===== src/hw/rtl/rbe_pkg.sv =====
`timescale 1ns / 1ps
package rbe_pkg;

  localparam int MAX_PAIRS  = 64;
  localparam int MIN_PAIRS  = 3;
  localparam int PAIR_W     = $clog2(MAX_PAIRS + 1);
  localparam int RSSI_W     = 8;
  localparam int SUM_W      = 16;
  localparam int BIAS_W     = 16;
  localparam int CNT_W      = 32;
  localparam int GAIN_W     = 16;
  localparam int FRAC_W     = 8;               // Q8.8 fraction bits of the bias
  localparam int DIV_W      = CNT_W + 1;       // dividend width of the shared divider
  localparam int DIV_CNT_W  = $clog2(DIV_W + 1);
  localparam int QUO_W      = GAIN_W + 1;      // both quotients fit here
  localparam int MEAN_W     = QUO_W + 1;
  localparam int MUL_W      = 17;              // shared multiplier operand width
  localparam int WG_W       = 33;              // weight * gain
  localparam int ACC_W      = 50;              // |delta| * weight * gain, plus rounding
  localparam int STEP_SHIFT = 32;
  localparam int PC_W       = 4;
  localparam int CFG_IDX_W  = 1;
  localparam int CFG_DATA_W = 16;
  localparam int OUT_PAIR_W = 7;

  localparam logic [CFG_IDX_W-1:0] CFG_RSSI_THRESHOLD = 1'b0;
  localparam logic [CFG_IDX_W-1:0] CFG_BIAS_GAIN      = 1'b1;

  localparam logic signed [RSSI_W-1:0] THRESHOLD_RESET = -8'sd100;
  localparam logic [GAIN_W-1:0]        GAIN_RESET      = 16'd655;
  localparam logic [DIV_W-1:0]         RECIP_ONE       = DIV_W'(65536);
  localparam logic [ACC_W-1:0]         ROUND_HALF      = ACC_W'(64'h0000_0000_8000_0000);

  typedef struct packed {
    logic signed [RSSI_W-1:0] measured_rssi;
    logic signed [RSSI_W-1:0] map_rssi;
    logic                     map_found;
    logic                     lookup_ok;
    logic [GAIN_W-1:0]        location_weight;
    logic                     last_in_scan;
  } in_item_t;

  typedef struct packed {
    logic                     success;
    logic [OUT_PAIR_W-1:0]    pair_count;
    logic signed [BIAS_W-1:0] bias_out;
    logic [CNT_W-1:0]         updates_done;
  } out_item_t;

  // Datapath actions, one per microcode step.
  typedef enum logic [3:0] {
    OP_LOAD,
    OP_ACCUM,
    OP_CHECK,
    OP_DIV_MEAN,
    OP_GET_MEAN,
    OP_DIV_RECIP,
    OP_GET_RECIP,
    OP_MUL_WG,
    OP_MUL_LO,
    OP_MUL_HI,
    OP_APPLY,
    OP_EMIT
  } op_t;

  // Sequencing modes of a microcode step.
  typedef enum logic [2:0] {
    SEQ_NEXT,
    SEQ_WAIT_IN,
    SEQ_JMP_MORE,
    SEQ_JMP_SKIP,
    SEQ_WAIT_DIV,
    SEQ_WAIT_OUT
  } seq_t;

  typedef struct packed {
    op_t             op;
    seq_t            seq;
    logic [PC_W-1:0] target;
  } uword_t;

  typedef struct packed {
    op_t  op;
    logic fire;
  } dp_ctrl_t;

  typedef struct packed {
    logic in_xfer;
    logic more;
    logic skip;
    logic div_busy;
    logic out_free;
  } dp_status_t;

  typedef struct packed {
    logic             start;
    logic [DIV_W-1:0] dividend;
    logic [CNT_W-1:0] divisor;
  } div_req_t;

endpackage


===== src/hw/rtl/rbe_divider.sv =====
`timescale 1ns / 1ps
module rbe_divider (
  input  logic                      clk,
  input  logic                      rst,
  input  rbe_pkg::div_req_t         req,
  output logic                      busy,
  output logic [rbe_pkg::QUO_W-1:0] quotient
);
  import rbe_pkg::*;

  // Restoring divider, one quotient bit per cycle.
  logic [DIV_CNT_W-1:0] count;
  logic [DIV_W-1:0]     quo;
  logic [CNT_W-1:0]     rem;
  logic [CNT_W-1:0]     divisor;
  logic [CNT_W:0]       rem_sh;
  logic [CNT_W:0]       rem_sub;
  logic                 ge;

  assign rem_sh   = {rem, quo[DIV_W-1]};
  assign rem_sub  = rem_sh - {1'b0, divisor};
  assign ge       = rem_sh >= {1'b0, divisor};
  assign busy     = count != '0;
  assign quotient = quo[QUO_W-1:0];

  always_ff @(posedge clk) begin
    if (rst) begin
      count <= '0;
    end else if (req.start) begin
      count <= DIV_CNT_W'(DIV_W);
    end else if (busy) begin
      count <= count - 1'b1;
    end
  end

  always_ff @(posedge clk) begin
    if (req.start) begin
      quo     <= req.dividend;
      rem     <= '0;
      divisor <= req.divisor;
    end else if (busy) begin
      quo <= {quo[DIV_W-2:0], ge};
      rem <= ge ? rem_sub[CNT_W-1:0] : rem_sh[CNT_W-1:0];
    end
  end

endmodule


===== src/hw/rtl/rbe_sequencer.sv =====
`timescale 1ns / 1ps
module rbe_sequencer (
  input  logic                clk,
  input  logic                rst,
  input  rbe_pkg::dp_status_t status,
  output rbe_pkg::dp_ctrl_t   ctrl
);
  import rbe_pkg::*;

  localparam logic [PC_W-1:0] STEP_IDLE      = PC_W'(0);
  localparam logic [PC_W-1:0] STEP_ACCUM     = PC_W'(1);
  localparam logic [PC_W-1:0] STEP_CHECK     = PC_W'(2);
  localparam logic [PC_W-1:0] STEP_DIV_MEAN  = PC_W'(3);
  localparam logic [PC_W-1:0] STEP_GET_MEAN  = PC_W'(4);
  localparam logic [PC_W-1:0] STEP_DIV_RECIP = PC_W'(5);
  localparam logic [PC_W-1:0] STEP_GET_RECIP = PC_W'(6);
  localparam logic [PC_W-1:0] STEP_MUL_WG    = PC_W'(7);
  localparam logic [PC_W-1:0] STEP_MUL_LO    = PC_W'(8);
  localparam logic [PC_W-1:0] STEP_MUL_HI    = PC_W'(9);
  localparam logic [PC_W-1:0] STEP_APPLY     = PC_W'(10);
  localparam logic [PC_W-1:0] STEP_EMIT      = PC_W'(11);

  // Microcode program.
  function automatic uword_t rom(input logic [PC_W-1:0] addr);
    uword_t w;
    case (addr)
      STEP_IDLE:      w = '{op: OP_LOAD,      seq: SEQ_WAIT_IN,  target: STEP_IDLE};
      STEP_ACCUM:     w = '{op: OP_ACCUM,     seq: SEQ_JMP_MORE, target: STEP_IDLE};
      STEP_CHECK:     w = '{op: OP_CHECK,     seq: SEQ_JMP_SKIP, target: STEP_EMIT};
      STEP_DIV_MEAN:  w = '{op: OP_DIV_MEAN,  seq: SEQ_NEXT,     target: STEP_IDLE};
      STEP_GET_MEAN:  w = '{op: OP_GET_MEAN,  seq: SEQ_WAIT_DIV, target: STEP_IDLE};
      STEP_DIV_RECIP: w = '{op: OP_DIV_RECIP, seq: SEQ_NEXT,     target: STEP_IDLE};
      STEP_GET_RECIP: w = '{op: OP_GET_RECIP, seq: SEQ_WAIT_DIV, target: STEP_IDLE};
      STEP_MUL_WG:    w = '{op: OP_MUL_WG,    seq: SEQ_NEXT,     target: STEP_IDLE};
      STEP_MUL_LO:    w = '{op: OP_MUL_LO,    seq: SEQ_NEXT,     target: STEP_IDLE};
      STEP_MUL_HI:    w = '{op: OP_MUL_HI,    seq: SEQ_NEXT,     target: STEP_IDLE};
      STEP_APPLY:     w = '{op: OP_APPLY,     seq: SEQ_NEXT,     target: STEP_IDLE};
      STEP_EMIT:      w = '{op: OP_EMIT,      seq: SEQ_WAIT_OUT, target: STEP_IDLE};
      default:        w = '{op: OP_LOAD,      seq: SEQ_WAIT_IN,  target: STEP_IDLE};
    endcase
    return w;
  endfunction

  logic [PC_W-1:0] pc;
  logic [PC_W-1:0] pc_next;
  uword_t          uw;
  logic            fire;

  assign uw        = rom(pc);
  assign ctrl.op   = uw.op;
  assign ctrl.fire = fire;

  always_comb begin
    fire    = 1'b1;
    pc_next = pc + 1'b1;
    case (uw.seq)
      SEQ_NEXT: begin
        pc_next = pc + 1'b1;
      end
      SEQ_WAIT_IN: begin
        fire    = status.in_xfer;
        pc_next = status.in_xfer ? pc + 1'b1 : pc;
      end
      SEQ_JMP_MORE: begin
        pc_next = status.more ? uw.target : pc + 1'b1;
      end
      SEQ_JMP_SKIP: begin
        pc_next = status.skip ? uw.target : pc + 1'b1;
      end
      SEQ_WAIT_DIV: begin
        fire    = !status.div_busy;
        pc_next = status.div_busy ? pc : pc + 1'b1;
      end
      SEQ_WAIT_OUT: begin
        fire    = status.out_free;
        pc_next = status.out_free ? uw.target : pc;
      end
      default: begin
        pc_next = uw.target;
      end
    endcase
  end

  always_ff @(posedge clk) begin
    if (rst) begin
      pc <= STEP_IDLE;
    end else begin
      pc <= pc_next;
    end
  end

endmodule


===== src/hw/rtl/rbe_datapath.sv =====
`timescale 1ns / 1ps
module rbe_datapath (
  input  logic                           clk,
  input  logic                           rst,
  input  logic                           cfg_we,
  input  logic [rbe_pkg::CFG_IDX_W-1:0]  cfg_index,
  input  logic [rbe_pkg::CFG_DATA_W-1:0] cfg_data,
  input  logic                           in_valid,
  output logic                           in_ready,
  input  rbe_pkg::in_item_t              in_item,
  output logic                           out_valid,
  input  logic                           out_ready,
  output rbe_pkg::out_item_t             out_item,
  input  rbe_pkg::dp_ctrl_t              ctrl,
  output rbe_pkg::dp_status_t            status
);
  import rbe_pkg::*;

  localparam int SUM_X_W = BIAS_W + 4;
  localparam logic signed [SUM_X_W-1:0] BIAS_HI = SUM_X_W'(2 ** (BIAS_W - 1) - 1);
  localparam logic signed [SUM_X_W-1:0] BIAS_LO = -SUM_X_W'(2 ** (BIAS_W - 1));

  // Configuration and architectural state.
  logic signed [RSSI_W-1:0] rssi_threshold;
  logic [GAIN_W-1:0]        bias_gain;
  logic signed [SUM_W-1:0]  diff_sum;
  logic [PAIR_W-1:0]        pairs_seen;
  logic [CNT_W-1:0]         update_counter;
  logic signed [BIAS_W-1:0] bias_value;

  // Working registers.
  in_item_t                 item;
  logic                     ok;
  logic signed [MEAN_W-1:0] mean;
  logic [QUO_W-1:0]         recip;
  logic [WG_W-1:0]          wg;
  logic [MUL_W-1:0]         delta_mag;
  logic                     delta_neg;
  logic [ACC_W-1:0]         acc;

  // Combinational.
  logic                      in_xfer;
  logic                      pair_hit;
  logic signed [RSSI_W:0]    pair_diff;
  logic [SUM_W-1:0]          sum_mag;
  logic [QUO_W-1:0]          gain_sel;
  logic signed [MEAN_W:0]    delta;
  logic [MUL_W-1:0]          mul_a;
  logic [MUL_W-1:0]          mul_b;
  logic [2*MUL_W-1:0]        prod;
  logic [ACC_W-STEP_SHIFT-1:0] step_mag;
  logic signed [SUM_X_W-1:0] bias_sum;
  logic signed [BIAS_W-1:0]  bias_next;
  logic                      skip;
  logic                      emit_fire;
  div_req_t                  div_req;
  logic                      div_busy;
  logic [QUO_W-1:0]          div_quo;

  rbe_divider u_divider (
    .clk      (clk),
    .rst      (rst),
    .req      (div_req),
    .busy     (div_busy),
    .quotient (div_quo)
  );

  assign in_ready = ctrl.op == OP_LOAD;
  assign in_xfer  = in_valid && in_ready;

  assign pair_hit  = ($signed(item.measured_rssi) >= rssi_threshold) && item.map_found
                     && (pairs_seen < PAIR_W'(MAX_PAIRS));
  assign pair_diff = (RSSI_W + 1)'($signed(item.map_rssi))
                     - (RSSI_W + 1)'($signed(item.measured_rssi));
  assign skip      = !item.lookup_ok || (pairs_seen < PAIR_W'(MIN_PAIRS));
  assign sum_mag   = diff_sum[SUM_W-1] ? SUM_W'(-diff_sum) : SUM_W'(diff_sum);
  assign emit_fire = ctrl.fire && (ctrl.op == OP_EMIT);

  assign status.in_xfer  = in_xfer;
  assign status.more     = !item.last_in_scan;
  assign status.skip     = skip;
  assign status.div_busy = div_busy;
  assign status.out_free = !out_valid || out_ready;

  // Divider requests: rounded mean of the scan, then rounded reciprocal of the counter.
  always_comb begin
    div_req.start    = ctrl.fire && (ctrl.op == OP_DIV_MEAN || ctrl.op == OP_DIV_RECIP);
    div_req.dividend = DIV_W'({sum_mag, {FRAC_W{1'b0}}}) + DIV_W'(pairs_seen >> 1);
    div_req.divisor  = CNT_W'(pairs_seen);
    if (ctrl.op == OP_DIV_RECIP) begin
      div_req.dividend = RECIP_ONE + DIV_W'(update_counter >> 1);
      div_req.divisor  = update_counter;
    end
  end

  assign gain_sel = (recip > QUO_W'(bias_gain)) ? recip : QUO_W'(bias_gain);
  assign delta    = (MEAN_W + 1)'(mean) - (MEAN_W + 1)'(bias_value);

  // Shared 17x17 multiplier.
  always_comb begin
    case (ctrl.op)
      OP_MUL_WG: begin
        mul_a = MUL_W'(item.location_weight);
        mul_b = gain_sel;
      end
      OP_MUL_LO: begin
        mul_a = delta_mag;
        mul_b = wg[MUL_W-1:0];
      end
      OP_MUL_HI: begin
        mul_a = delta_mag;
        mul_b = MUL_W'(wg[WG_W-1:MUL_W]);
      end
      default: begin
        mul_a = '0;
        mul_b = '0;
      end
    endcase
  end
  assign prod = mul_a * mul_b;

  assign step_mag = acc[ACC_W-1:STEP_SHIFT];
  assign bias_sum = delta_neg ? SUM_X_W'(bias_value) - $signed(SUM_X_W'(step_mag))
                              : SUM_X_W'(bias_value) + $signed(SUM_X_W'(step_mag));
  assign bias_next = (bias_sum > BIAS_HI) ? BIAS_W'(BIAS_HI) :
                     (bias_sum < BIAS_LO) ? BIAS_W'(BIAS_LO) : BIAS_W'(bias_sum);

  // Control and architectural state.
  always_ff @(posedge clk) begin
    if (rst) begin
      rssi_threshold <= THRESHOLD_RESET;
      bias_gain      <= GAIN_RESET;
      diff_sum       <= '0;
      pairs_seen     <= '0;
      update_counter <= '0;
      bias_value     <= '0;
      out_valid      <= 1'b0;
    end else begin
      if (cfg_we) begin
        case (cfg_index)
          CFG_RSSI_THRESHOLD: rssi_threshold <= cfg_data[RSSI_W-1:0];
          CFG_BIAS_GAIN:      bias_gain      <= cfg_data[GAIN_W-1:0];
          default: ;
        endcase
      end
      if (out_valid && out_ready && !emit_fire) begin
        out_valid <= 1'b0;
      end
      if (ctrl.fire) begin
        case (ctrl.op)
          OP_ACCUM: begin
            if (pair_hit) begin
              diff_sum   <= diff_sum + SUM_W'(pair_diff);
              pairs_seen <= pairs_seen + 1'b1;
            end
          end
          OP_CHECK: begin
            if (!skip && update_counter != '1) begin
              update_counter <= update_counter + 1'b1;
            end
          end
          OP_APPLY: begin
            bias_value <= bias_next;
          end
          OP_EMIT: begin
            out_valid  <= 1'b1;
            diff_sum   <= '0;
            pairs_seen <= '0;
          end
          default: ;
        endcase
      end
    end
  end

  // Working and output payload registers.
  always_ff @(posedge clk) begin
    if (ctrl.fire) begin
      case (ctrl.op)
        OP_LOAD: begin
          item <= in_item;
        end
        OP_CHECK: begin
          ok <= !skip;
        end
        OP_GET_MEAN: begin
          mean <= diff_sum[SUM_W-1] ? -$signed(MEAN_W'(div_quo)) : $signed(MEAN_W'(div_quo));
        end
        OP_GET_RECIP: begin
          recip <= div_quo;
        end
        OP_MUL_WG: begin
          wg        <= prod[WG_W-1:0];
          delta_neg <= delta < 0;
          delta_mag <= MUL_W'((delta < 0) ? -delta : delta);
        end
        OP_MUL_LO: begin
          acc <= ACC_W'(prod) + ROUND_HALF;
        end
        OP_MUL_HI: begin
          acc <= acc + (ACC_W'(prod) << MUL_W);
        end
        OP_EMIT: begin
          out_item.success      <= ok;
          out_item.pair_count   <= item.lookup_ok ? OUT_PAIR_W'(pairs_seen) : '0;
          out_item.bias_out     <= bias_value;
          out_item.updates_done <= update_counter;
        end
        default: ;
      endcase
    end
  end

endmodule


===== src/hw/rtl/rssi_bias_estimator_core.sv =====
// An observation that does not end a scan passes the idle and accum steps before the
// next one is taken. A last observation also passes check and emit; one that updates
// adds the two passes of the shared bit-serial divider (mean, then 1/counter), which
// set the length of an updating scan end.
// Reset (rst, synchronous): threshold -100 dBm, gain 655, sums, bias and counter zero.
`timescale 1ns / 1ps
module rssi_bias_estimator_core (
  input  logic                           clk,
  input  logic                           rst,
  input  logic                           cfg_we,
  input  logic [rbe_pkg::CFG_IDX_W-1:0]  cfg_index,
  input  logic [rbe_pkg::CFG_DATA_W-1:0] cfg_data,
  input  logic                           in_valid,
  output logic                           in_ready,
  input  rbe_pkg::in_item_t              in_item,
  output logic                           out_valid,
  input  logic                           out_ready,
  output rbe_pkg::out_item_t             out_item
);
  import rbe_pkg::*;

  // The block is a small microcoded machine. The sequencer walks a twelve-step
  // program held in a constant table; each step names one datapath action and
  // a sequencing mode (advance, wait on a condition, or jump).
  //
  // Per observation:
  //   idle    - raise in_ready, capture the item on its transfer
  //   accum   - add (map - measured) when the pair counts; jump back to idle
  //             unless this is the last item of the scan
  // At the end of a scan:
  //   check   - bump the saturating update counter, or skip straight to emit
  //             when the lookup failed or fewer than three pairs counted
  //   mean    - start the divider on |sum| * 256 + pairs/2, wait, apply sign
  //   recip   - start the divider on 65536 + counter/2, wait
  //   mul_wg  - weight * max(gain, recip); latch |mean - bias| and its sign
  //   mul_lo  - low partial product of |delta| * wg, plus the rounding half
  //   mul_hi  - add the high partial product shifted into place
  //   apply   - add or subtract the rounded step, saturate the bias
  //   emit    - load the output register once it is free, clear the scan sums
  //
  // The output register decouples the two sides: a result may sit in it
  // waiting for out_ready while the next scan's observations are taken.

  dp_ctrl_t   ctrl;
  dp_status_t status;

  rbe_sequencer u_sequencer (
    .clk    (clk),
    .rst    (rst),
    .status (status),
    .ctrl   (ctrl)
  );

  // Datapath: config registers, accumulator, shared multiplier, divider
  // and the output register.
  rbe_datapath u_datapath (
    .clk       (clk),
    .rst       (rst),
    .cfg_we    (cfg_we),
    .cfg_index (cfg_index),
    .cfg_data  (cfg_data),
    .in_valid  (in_valid),
    .in_ready  (in_ready),
    .in_item   (in_item),
    .out_valid (out_valid),
    .out_ready (out_ready),
    .out_item  (out_item),
    .ctrl      (ctrl),
    .status    (status)
  );

endmodule


===== config.mk =====
export PLATFORM = sky130hd
export DESIGN_NAME = rssi_bias_estimator_core
export DESIGN_NICKNAME = d
export VERILOG_FILES = /design/src/hw/rtl/rbe_pkg.sv /design/src/hw/rtl/rbe_divider.sv /design/src/hw/rtl/rbe_sequencer.sv /design/src/hw/rtl/rbe_datapath.sv /design/src/hw/rtl/rssi_bias_estimator_core.sv
export SDC_FILE = /design/constraint.sdc
export NUM_CORES = 2
export LEC_CHECK = 0
export BUFFER_PORTS_ARGS = -buffer_cell sky130_fd_sc_hd__buf_2
export CAP_MARGIN = 5
export CORE_ASPECT_RATIO = 0.8
export CORE_UTILIZATION = 55
export DETAILED_ROUTE_END_ITERATION = 6
export PLACE_DENSITY = 0.72
export SKIP_LAST_GASP = 1
export SLEW_MARGIN = 40
export SYNTH_ARGS = -nofsm -noshare
export SYNTH_HDL_FRONTEND = slang
export SYNTH_SLANG_ARGS = --single-unit

===== constraint.sdc =====
create_clock -name clk -period 11.4 [get_ports clk]
set_clock_uncertainty 0.05 [all_clocks]
set_input_delay 2.28 -clock clk [delete_from_list [all_inputs] [get_ports clk]]
set_output_delay 2.28 -clock clk [all_outputs]
set_load 0.05 [all_outputs]

==> impl_results.md <==
* Post-synthesis register bit count at 422
* Clock root buffer: clkbuf_16
* Post-layout util at 0.613
* H-tree depth at 2
* Sink Count at 422
* Most common cell after layout, fill and taps aside: inv_1
* NumNets Final at 4298
* Peak Freq at 93.3 MHz
* Cell Area, Placed at 35500 um^2
* Post-synthesis mux area share at 0.0133
* DR WL met3 at 12.4 mm
* Yosys cell types at 82
* CTS tree: done
* Power per Cell Area at 166 nW/um^2
* Placed Cells incl. Taps at 4505
* Synth Area in Adders at 0.241
* GP Congestion at 0.985
* Worst-path maximum fanout at 10
* Post-route insts no fill at 4590
* Slew headroom at 0.383
* Pins Over Slew Limit at 0
* Final min period at 10.72 ns
* M1 wire length at 42.3 mm
* Worst Path Arrival at 10.99 ns
* Vias at 26654
* Reg clk slew, reported paths at 0.06 ns
* Sw Ratio at 0.390
* First-pass GRT wire length at 141 mm
* CP endpoint kind: flip-flop
* Max VDD drop at 0.000240 V
* Setup violators final at 0
* Total length of routed wires at 91.4 mm
* Async S/R FF share, synth at 0
* Power Internal at 0.00374 W
* Row cnt at 80
* Post-route cell area at 36900 um^2
* Cell repeated most along the worst path: fa_1
* Initial cell density of the core at 0.562
* Die width at 279 um
* Area grow syn2layout at 9.19%
* Share of total power in sequential cells at 0.370
* Pre-antenna DRT Iters at 6
* Required @ worst endpoint at 11.67 ns
* Via/cell ratio at 5.81
* Final setup margin at 0.684 ns
* Place WS at 0.657 ns
* Largest net degree at the start of global routing at 66
* Hold Crit Class: reg -> reg
* Maxcap violations at 0
* Port Buf Inserts at 114
* Worst-margin pin slew at 0.926 ns
* Slowest cell on crit path: fa_1
* Metal2 WL at 35.1 mm
* WL/cell at 19.9 um
* Simple-gate share of the synthesized area at 0.149
* Max incr delay on CP at 0.59 ns
* XOR/XNOR Fraction of Synth Area at 0.0598
* Main synth FF type: edfxtp_1
* RSZ-0062 raised after global routing: no
* Post-Synthesis Cells at 3627
* Skew-Pair Late Insertion Delay at 0.59 ns
* Period utilization at 0.940
* Post-DP HPWL at 71.1 mm
* Cts repair resizes at 0
* # IOs at 115
* Die ar. at 62500 um^2
* Logic gate share of total power at 0.396
* Net count after synthesis at 4191
* WS Path Type: reg -> reg
* Cts hold-fix bufs at 0
* Die height at 224 um
* Highest routed metal layer: met4
* CTS max path bufs at 3
* Largest family of logic cells by synthesized area: adder cells
* Initial antenna violation count at 1
* Final TNS setup at 0 ns
* EDFF count, synth at 276
* Switching pwr at 0.00239 W
* Synth warnings at 0
* Grt total ovfl at 0
* DR iter-0 viols at 2794
* Remaining antenna violation count at 0
* Compound-Gate Fraction of Synth Area at 0.138
* CP Launch Type: flip-flop
* Mapped cell area at 33800 um^2
* Post-CTS Setup Bufs at 0
* GRT Total Usage at 0.293
* Clk network pwr share at 0.234
* Share of cells above drive strength 1 at 0.0804
* Final routed DRC violation total at 0
* Outcome: complete, no violations
* Final Hold Fails at 0
* Vias in the first global route at 24406
* Core footprint at 60300 um^2
* Most frequent cells in the layout: inv_1 (486), nand2_1 (425), nor2_1 (294), edfxtp_1 (276), ha_1 (264)
* Inserted Diodes at 0
* Sequential-to-total area share from yosys stat at 0.331
* CTS Buf Count at 45
* Leakage at 16.3 nW
* Syn avg cell area at 9.33 um^2
## state kept, by name (all words and copies together), names as in the netlist, 32 cells and up
signal / count
u_datapath.update_counter: 32
u_datapath.u_divider.divisor: 32
u_datapath.u_divider.rem: 32
u_datapath.wg: 33
u_datapath.item: 35
u_datapath.u_divider.quo: 33
u_datapath.acc: 33
u_datapath.out_item: 56
## worst max-delay path: cells and delay by family, from the launching register on
kind	cells	cell delay [ns]
multiplexers	1	0.19
flip-flops	1	0.37
AND/OR/NAND/NOR	10	1.62
XOR/XNOR	2	0.57
adder cells (fa/ha/maj)	9	4.17
AO/OA/AOI/OAI	14	3.23
buffers and inverters	4	0.22
## power groups by stage
stage	registers, W	clock network, W	logic, W
3_5_place_dp	0.00228	0	0.00239
2_1_floorplan	0.00217	0	0.00184
3_3_place_gp	0.00228	0	0.00234
6_report	0.00227	0.00144	0.00243
5_1_grt	0.00229	0.00152	0.00271
4_1_cts	0.00226	0.00146	0.00240
## routing by layer
metal | vias to the layer above | track usage
li1 | 12557 | -
met1 | 12761 | 0.451
met2 | 1231 | 0.386
met3 | 105 | 0.111
met4 | 0 | 0.0596
met5 | - | 0
## Yosys cell counts, types with 7 or more instances
| master | count | share of area |
|---|---|---|
| a22oi_1 | 36 | 0.0080 |
| nand2b_1 | 30 | 0.0055 |
| nor4_1 | 13 | 0.0024 |
| a41oi_1 | 8 | 0.0021 |
| edfxtp_1 | 276 | 0.24 |
| nand2_1 | 425 | 0.047 |
| a2111oi_0 | 8 | 0.0021 |
| nand4_1 | 22 | 0.0041 |
| xnor2_1 | 152 | 0.039 |
| o21ai_0 | 135 | 0.020 |
| or2_2 | 19 | 0.0035 |
| inv_1 | 486 | 0.054 |
| and3_1 | 55 | 0.010 |
| mux2i_1 | 35 | 0.010 |
| o21a_1 | 31 | 0.0069 |
| nor3_1 | 46 | 0.0068 |
| o21bai_1 | 20 | 0.0044 |
| o31ai_1 | 18 | 0.0040 |
| mux2_2 | 9 | 0.0030 |
| ha_1 | 264 | 0.098 |
| and2_1 | 45 | 0.0083 |
| nor2_1 | 299 | 0.033 |
| nand3_1 | 60 | 0.0089 |
| or3_1 | 17 | 0.0031 |
| a211oi_1 | 35 | 0.0078 |
| a311oi_1 | 9 | 0.0023 |
| dfxtp_1 | 146 | 0.086 |
| o21ai_1 | 16 | 0.0024 |
| a22o_1 | 19 | 0.0049 |
| nor2b_1 | 19 | 0.0035 |
| a211o_1 | 7 | 0.0018 |
| buf_1 | 7 | 0.00078 |
| buf_2 | 9 | 0.0013 |
| xor2_1 | 79 | 0.020 |
| a21o_1 | 67 | 0.015 |
| a21oi_1 | 218 | 0.032 |
| fa_1 | 243 | 0.14 |
| a31oi_1 | 25 | 0.0046 |
| nand3b_1 | 12 | 0.0027 |
| or4_1 | 8 | 0.0018 |
| clkbuf_1 | 102 | 0.011 |
| o211ai_1 | 12 | 0.0027 |
## final cells by class
type                    instances  area [um^2]
clock buffers                  58         1220
clock inverters                25          208
fillers                      5193        23300
inverters                     487         1830
multi-input cells            2600        20400
flip-flops and latches        422        11200
well taps                     820         1030
repair buffers                178         1050
## final timing paths
kind | from | to | slack, ns | depth (start not counted)
max | u_datapath.bias_gain[1] | u_datapath.acc[49] | 0.68 | 40
min reg2reg | u_datapath.ok | u_datapath.out_item[55] | 0.37 | 0
min | u_datapath.ok | u_datapath.out_item[55] | 0.37 | 0
max reg2reg | u_datapath.bias_gain[1] | u_datapath.acc[49] | 0.68 | 40
## logic make-up after synthesis
kind of cell / Yosys count
DFF: 422
AOI/OAI and AO/OA: 723
xor gates and xnor gates: 231
and+or+nand+nor: 1095
adders and majority gates: 507
buffers and inverters: 605
muxes: 44
## through the flow
step	hold WS (ns)	total power (W)
floorplan	0.350	0.00400
global placement	0.352	0.00462
detailed placement	0.355	0.00467
CTS	0.370	0.00612
global route	0.385	0.00652
finish	0.374	0.00614
No activity file was read; power rests on OpenSTA's default activity.
